--- src/sv/wpd_pkg.sv ---
`timescale 1ns / 1ps
`default_nettype none
// ----------------------------------------------------------------------------
// wpd_pkg
// Shared types, codes and lookup tables of the weighted patch distance block.
// ----------------------------------------------------------------------------
package wpd_pkg;

   localparam int NODE_W       = 9;
   localparam int SAMPLE_W     = 16;
   localparam int CAND_W       = 3;
   localparam int DIST_W       = 40;
   localparam int DSUM_W       = 64;
   localparam int WSUM_W       = 48;
   localparam int DIV_W        = 50;
   localparam int SQ_W         = 34;
   localparam int D2C_W        = 20;
   localparam int GAIN_W       = 16;
   localparam int CW_W         = 17;
   localparam int REQ_DATA_W   = 128;
   localparam int RSP_DATA_W   = 48;
   localparam int CSR_INDEX_W  = 2;
   localparam int CSR_DATA_W   = 16;
   localparam int DIV_STEPS    = 64;
   localparam int DIV_CNT_W    = 6;
   localparam logic [1:0] MAX_CHANNELS = 2'd3;
   localparam logic signed [SAMPLE_W-1:0] UNKNOWN_LIMIT = -16'sd4096;

   typedef enum logic [1:0] {
      FN_LOAD   = 2'd0,
      FN_CENTRE = 2'd1,
      FN_SAMPLE = 2'd2,
      FN_END    = 2'd3
   } func_type;

   typedef enum logic [CSR_INDEX_W-1:0] {
      CSR_CHANNEL_COUNT = 2'd0,
      CSR_REF_CHANNEL   = 2'd1,
      CSR_COLOR_GAIN    = 2'd2,
      CSR_UNUSED        = 2'd3
   } csr_type;

   typedef struct packed {
      logic [1:0]        channel_count;
      logic signed [2:0] ref_chan;
      logic [GAIN_W-1:0] color_gain;
   } cfg_type;

   typedef struct packed {
      logic capture;
      logic sq;
      logic tmul;
      logic frac;
      logic cwgt;
      logic ewgt;
      logic prod;
      logic acc;
      logic div_load;
      logic div_step;
      logic finish;
      logic emit;
   } cmd_type;

   // exp(-n) in Q1.16 for n = 0..11.
   function automatic logic [CW_W-1:0] exp_int(input logic [3:0] n);
      logic [CW_W-1:0] v;
      begin
         unique case (n)
            4'd0:    v = 17'd65536;
            4'd1:    v = 17'd24109;
            4'd2:    v = 17'd8869;
            4'd3:    v = 17'd3263;
            4'd4:    v = 17'd1200;
            4'd5:    v = 17'd442;
            4'd6:    v = 17'd162;
            4'd7:    v = 17'd60;
            4'd8:    v = 17'd22;
            4'd9:    v = 17'd8;
            4'd10:   v = 17'd3;
            4'd11:   v = 17'd1;
            default: v = 17'd0;
         endcase
         return v;
      end
   endfunction

   // exp(-i/16) in Q1.16 for i = 0..16.
   function automatic logic [CW_W-1:0] exp_frac(input logic [4:0] i);
      logic [CW_W-1:0] v;
      begin
         unique case (i)
            5'd0:    v = 17'd65536;
            5'd1:    v = 17'd61566;
            5'd2:    v = 17'd57836;
            5'd3:    v = 17'd54332;
            5'd4:    v = 17'd51039;
            5'd5:    v = 17'd47947;
            5'd6:    v = 17'd45042;
            5'd7:    v = 17'd42313;
            5'd8:    v = 17'd39749;
            5'd9:    v = 17'd37341;
            5'd10:   v = 17'd35079;
            5'd11:   v = 17'd32954;
            5'd12:   v = 17'd30957;
            5'd13:   v = 17'd29081;
            5'd14:   v = 17'd27319;
            5'd15:   v = 17'd25666;
            5'd16:   v = 17'd24109;
            default: v = 17'd0;
         endcase
         return v;
      end
   endfunction

endpackage
`default_nettype wire

--- src/sv/wpd_ctrl.sv ---
`timescale 1ns / 1ps
`default_nettype none
// ----------------------------------------------------------------------------
// wpd_ctrl
// Sequencer that steps the datapath through one request at a time.
// ----------------------------------------------------------------------------
module wpd_ctrl (
   input  wire logic             clock,
   input  wire logic             reset,
   input  wire logic             req_tvalid,
   input  wire logic [1:0]       req_tuser,
   input  wire logic             req_tlast,
   output logic                  req_tready,
   input  wire logic             out_free,
   output wpd_pkg::cmd_type      cmd
);
   import wpd_pkg::*;

   typedef enum logic [3:0] {
      ST_IDLE, ST_SQ, ST_TMUL, ST_FRAC, ST_CWGT, ST_EWGT, ST_PROD, ST_ACC,
      ST_DIVLD, ST_DIV, ST_FINISH, ST_EMIT
   } state_type;

   state_type              state_ff, state_in;
   logic                   end_ff, end_in;
   logic                   last_ff, last_in;
   logic [DIV_CNT_W-1:0]   cnt_ff, cnt_in;

   always_comb begin
      state_in = state_ff;
      end_in   = end_ff;
      last_in  = last_ff;
      cnt_in   = cnt_ff;
      cmd      = '0;
      unique case (state_ff)
         ST_IDLE: begin
            if (req_tvalid) begin
               cmd.capture = 1'b1;
               end_in      = (func_type'(req_tuser) == FN_END);
               last_in     = req_tlast;
               if (func_type'(req_tuser) == FN_SAMPLE || func_type'(req_tuser) == FN_END) begin
                  state_in = ST_SQ;
               end
            end
         end
         ST_SQ:   begin cmd.sq   = 1'b1; state_in = ST_TMUL; end
         ST_TMUL: begin cmd.tmul = 1'b1; state_in = ST_FRAC; end
         ST_FRAC: begin cmd.frac = 1'b1; state_in = ST_CWGT; end
         ST_CWGT: begin cmd.cwgt = 1'b1; state_in = ST_EWGT; end
         ST_EWGT: begin cmd.ewgt = 1'b1; state_in = ST_PROD; end
         ST_PROD: begin cmd.prod = 1'b1; state_in = ST_ACC;  end
         ST_ACC: begin
            cmd.acc  = 1'b1;
            state_in = end_ff ? ST_DIVLD : ST_IDLE;
         end
         ST_DIVLD: begin
            cmd.div_load = 1'b1;
            cnt_in       = '0;
            state_in     = ST_DIV;
         end
         ST_DIV: begin
            cmd.div_step = 1'b1;
            cnt_in       = cnt_ff + 1'b1;
            if (cnt_ff == DIV_CNT_W'(DIV_STEPS - 1)) begin
               state_in = ST_FINISH;
            end
         end
         ST_FINISH: begin
            cmd.finish = 1'b1;
            state_in   = last_ff ? ST_EMIT : ST_IDLE;
         end
         ST_EMIT: begin
            if (out_free) begin
               cmd.emit = 1'b1;
               state_in = ST_IDLE;
            end
         end
         default: state_in = ST_IDLE;
      endcase
   end

   assign req_tready = (state_ff == ST_IDLE);

   always_ff @(posedge clock) begin
      if (reset) begin
         state_ff <= ST_IDLE;
         end_ff   <= 1'b0;
         last_ff  <= 1'b0;
         cnt_ff   <= '0;
      end else begin
         state_ff <= state_in;
         end_ff   <= end_in;
         last_ff  <= last_in;
         cnt_ff   <= cnt_in;
      end
   end

endmodule
`default_nettype wire

--- config.mk ---
export PLATFORM = sky130hd
export DESIGN_NAME = wpd_ctrl
export DESIGN_NICKNAME = d
export VERILOG_FILES = /design/src/sv/wpd_pkg.sv /design/src/sv/wpd_ctrl.sv
export SDC_FILE = /design/constraint.sdc
export NUM_CORES = 1
export LEC_CHECK = 0
export BUFFER_PORTS_ARGS = -buffer_cell sky130_fd_sc_hd__buf_4
export CORE_UTILIZATION = 35
export CTS_BUF_LIST = sky130_fd_sc_hd__clkbuf_4 sky130_fd_sc_hd__clkbuf_8 sky130_fd_sc_hd__clkbuf_16
export CTS_CLUSTER_SIZE = 28
export DETAILED_ROUTE_END_ITERATION = 12
export PLACE_DENSITY = 0.64
export SYNTH_ARGS = -nofsm -noshare
export SYNTH_HDL_FRONTEND = slang
export SYNTH_SLANG_ARGS = --single-unit
--- constraint.sdc ---
create_clock -name clock -period 4.05 [get_ports clock]
set_clock_uncertainty 0.1 [all_clocks]
set_input_delay 0.2025 -clock clock [delete_from_list [all_inputs] [get_ports clock]]
set_output_delay 0.2025 -clock clock [all_outputs]
set_load 0.01 [all_outputs]
# ---- Word level (Yosys, flattened, before mapping)
# Index checks and enable logic that the tools add are counted.
dict set report word_totals {
  ff_bits 12
  inputBits 7
  word_cells 50
}
dict set report op_classes {
  add_sub_neg 1
  n_eq_ne 18
  n_mux 22
  n_reduce_logical 5
}
# operator n
set ops {}
lappend ops {{4-bit one-hot mux with 12 select lines} 1}
lappend ops {{4-bit two-way mux} 6}
lappend ops {{4-bit by 3-bit == test with 1-bit output (second input constant)} 4}
lappend ops {{4-bit == test (second input constant)} 4}
lappend ops {{1-bit two-way mux} 14}
lappend ops {{6-bit one-hot mux with 2 select lines} 1}
lappend ops {{4-bit by 2-bit == test with 1-bit output (second input constant)} 2}
lappend ops {{6-bit by 1-bit adder with 6-bit output (second input constant)} 1}
lappend ops {{6-bit == test (second input constant)} 1}
lappend ops {{2-bit != test (second input constant)} 3}
lappend ops {{2-bit == test (second input constant)} 2}
lappend ops {{4-bit by 1-bit == test with 1-bit output (second input constant)} 1}
lappend ops {{4-bit zero test} 1}
lappend ops {{4-bit AND reduction} 1}
lappend ops {{2-bit by 1-bit != test with 1-bit output (second input constant)} 1}
lappend ops {{2-bit AND reduction} 1}
lappend ops {{2-bit nonzero test} 1}
lappend ops {{1-bit logical OR} 1}

# ---- Depth between registers and ports, before layout
dict set report depth {
  word_depth 5
  depth_mapped 6
  mapped_depth_nobuf 5
}

# ---- Worst setup path before layout
# Ideal clock, no wire load.
dict set report synth_timing {
  path_kind {register -> register}
  from {reg state_ff[0]}
  to {reg cnt_ff[4]}
  setup_time_ns 0.067
  arrival_ns 1.234
  t_required_ns 3.883
  slack_ns 2.649
  path_stages_with_launch 6
  n_path_buf 2
  period_less_slack_ns 1.401
  path_cell_list {dfxtp_1 -> buf_6 -> and4bb_1 -> buf_4 -> or3b_1 -> a21oi_2}
}
dict set report synth_between {
  elab_chain_cells 2
  elab_cells_between_ends 4
}
# item line
set synth_lines {}
lappend synth_lines {{from (decl)} wpd_ctrl.sv:24} ;# state_type state_ff, state_in;
lappend synth_lines {{from (signal assigned)} wpd_ctrl.sv:91} ;# state_ff <= state_in;
lappend synth_lines {{4-bit == test} wpd_ctrl.sv:35} ;# unique case (state_ff)
lappend synth_lines {{6-bit one-hot mux with 2 select lines or 2-bit nonzero test (tied branches)} n/a}
lappend synth_lines {{to (signal assigned)} wpd_ctrl.sv:94} ;# cnt_ff <= cnt_in;
lappend synth_lines {{to (decl)} wpd_ctrl.sv:27} ;# logic [DIV_CNT_W-1:0] cnt_ff, cnt_in;
# Several ways; a longest one is shown, not always the timed one.
# A chain may end at the register's enable or synchronous reset.

==> out/results.tsv <==
stage	metric	value	unit
setup_path	path_class	reg2out	
global_route	grt_max_degree	19	
timing	fmax	528.8	MHz
clock_tree	max-clock-path-buffers	2	
outcome	status	finished clean	
floorplanning	chipHeight	46.90	um
flow_run	drv_cap	0	
drt	routedWlPerCell	11.26	um
finish	n_antenna_cell	0	
clock_tree	ctsHtreeMaxLevel	1	
setup_path	path_buf_inv	1	
finish	syn2layout_area_growth	23.94	%
drt	firstDrtPassIters	4	
finish	drive_above_1_share	24.07	%
finish	layout_common_cells	buf_4, nand2_1, dfxtp_1	
global_route	grt_usage	15.31	%
timing	fin_crit	1891	ps
setup_path	critical-path-top-delay-family	simple AND/OR/NAND/NOR gates	
setup_path	slowest_stage	dfxtp_1	
worst_hold_path	worstHoldPathType	in2reg	
floorplanning	num_rows	15	
timing	hold_viol	0	
logic_synthesis	ys.flop_type	dfxtp_1	
setup_path	critPathLaunchType	flip-flop	
worst_hold_path	min_to	cnt_ff[4]	
logic_synthesis	yosysSeqAreaShare	34.04	%
timing	relSlewSlack	62.84	%
clock_tree	tritoncts	built	
setup_path	r2r_start	state_ff[0]	
setup_path	worstPathMaxFanout	13	
setup_path	path_cells	or3b_1 > nor2_1 > buf_4	
clock_tree	path_clk_slew	70	ps
drt	drc	0	
setup_path	crit_path_max_incr_delay	580	ps
floorplanning	die_x	46.90	um
finish	final_common_cell	buf_4	
finish	post-route-util	48.54	%
worst_hold_path	min_from	reset	
clock_tree	clk_latency	270	ps
logic_synthesis	synth-edff-count	0	
logic_synthesis	synthArstFlopShare	0	%
finish	nets	117	
global_route	grt_pass1_vias	542	
drt	vias	710	
setup_path	r2r_setup_slack	2260	ps
global_route	antenna_found_initial	0	
setup_path	worstSetupEndpointType	output pin	
global_route	grt_pass1_wl	2.359	mm
timing	setup_viol	0	
floorplanning	start_util	39.17	%
place	hpwl	1.092	mm
logic_synthesis	syn_nets	100	
floorplanning	core	1802	um2
global_route	gr-total-overflow	0	
drt	antenna_left	0	
timing	rsz0062_at_grt	no	
timing	tns	0	ps
clock_tree	cts_root_buf	clkbuf_4	
worst_hold_path	min_path_cells	2	
logic_synthesis	ys_ff_latch	12	
clock_tree	cts_hold_buf	0	
drt	routed_wl	1.498	mm
clock_tree	post-cts-setup-buffers	0	
place	port_buffers	19	
setup_path	rr_worst_depth	3	
floorplanning	die-area	2200	um2
place	globalplace.congestion	0.8447	
drt	post_drt_via_cell_ratio	5.338	
setup_path	timing.rr.end	cnt_ff[4]	
setup_path	required	3750	ps
power_and_ir_drop	vdd_drop_max	238.1	uV
logic_synthesis	yosys_warnings	0	
drt	first_iter_violations	29	
power_and_ir_drop	p_leak	0.3372	nW
power_and_ir_drop	p_per_area	293.4	nW/um2
timing	tightestPinTransition	556.7	ps
logic_synthesis	synth.avg_cell_area	7.670	um2
timing	finalMaxSlewViolations	0	
setup_path	critPathArrivalTime	1590	ps
logic_synthesis	netlist_instances	92	
floorplanning	ios	20	
clock_tree	cts_buffers	3	
logic_synthesis	yosysUniqueCellTypes	29	
clock_tree	cts.sinks	12	
timing	timing.final.crit_share	46.70	%
logic_synthesis	synth.cell_area	705.7	um2
clock_tree	ctsResizeCount	0	
==> how the worst max path moves through the flow <==
stage                           start        end  slack, ps  depth (start not counted)
after CTS                 state_ff[3]     cmd[3]       2150                          3
after global placement    state_ff[0]  cnt_ff[4]       2340                          3
after detailed placement  state_ff[0]  cnt_ff[4]       2270                          3
final                     state_ff[3]     cmd[3]       2160                          3
after floorplan           state_ff[0]  cnt_ff[4]       2650                          5
after global routing      state_ff[0]     cmd[2]       2080                          2
==> layout make-up <==
type / count / area (um2)
Clock buffer: 4 / 36.28
Fill cell: 198 / 927.1
Inverter: 2 / 7.507
Multi-Input combinational cell: 71 / 416.7
Sequential cell: 12 / 240.2
Tap cell: 25 / 31.28
Timing Repair Buffer: 19 / 142.6
==> through the flow <==
stage	hold WS [ps]	std cells	instance area [um2]	worst slack, ps	total power [mW]
3_3_place_gp	349.1	129	838.3	2340	0.1641
3_5_place_dp	349.1	129	838.3	2271	0.1645
4_1_cts	57.92	133	874.6	2155	0.2612
6_report	66.24	133	874.6	2159	0.2566
5_1_grt	69.31	133	874.6	2077	0.2694
2_1_floorplan	250.0	92	705.7	2649	0.1523
==> cells in the mapped netlist, types with 2 or more instances <==
cell	count	area share (%)
nand2b_1	5	4.4
a21oi_1	11	7.8
a311oi_1	2	2.5
nand3_1	6	4.3
nand2_1	12	6.4
buf_2	3	2.1
a31oi_1	2	1.8
nor2_1	9	4.8
o21ai_0	4	2.8
inv_1	2	1.1
nor3_1	6	4.3
dfxtp_1	12	34
or3b_1	2	2.5
==> power by group <==
part / total, mW / switching, mW / internal (mW) / leakage (nW)
registers: 0.128 / 0.00754 / 0.121 / 0.0971
clock network: 0.0951 / 0.0405 / 0.0547 / 0.0210
logic: 0.0332 / 0.0159 / 0.0173 / 0.219
==> logic make-up (layout without fill, tap and decap cells) <==
| group | Yosys count | after routing | share of synthesized area (%) |
|---|---|---|---|
| and+or+nand+nor | 46 | 46 | 35.99 |
| buffers and inverters | 9 | 25 | 6.914 |
| adders and majority gates | 1 | 1 | 1.773 |
| AOI/OAI and AO/OA | 23 | 23 | 20.04 |
| DFF | 12 | 12 | 34.04 |
| xor gates and xnor gates | 1 | 1 | 1.241 |
==> metal layers <==
metal	GRT usage [%]	share of wire [%]	vias to the layer above
met5	0	0	-
met4	5.143	1.0	0
met3	5.769	5.5	2
met2	22.22	47	21
met1	20.83	46	328
li1	-	-	359
==> sequential cells by signal, summed over array words and instances (netlist names) <==
name and cells:
cnt_ff 6, state_ff 4, end_ff 1, last_ff 1
Power figures use the tool's default switching activity.
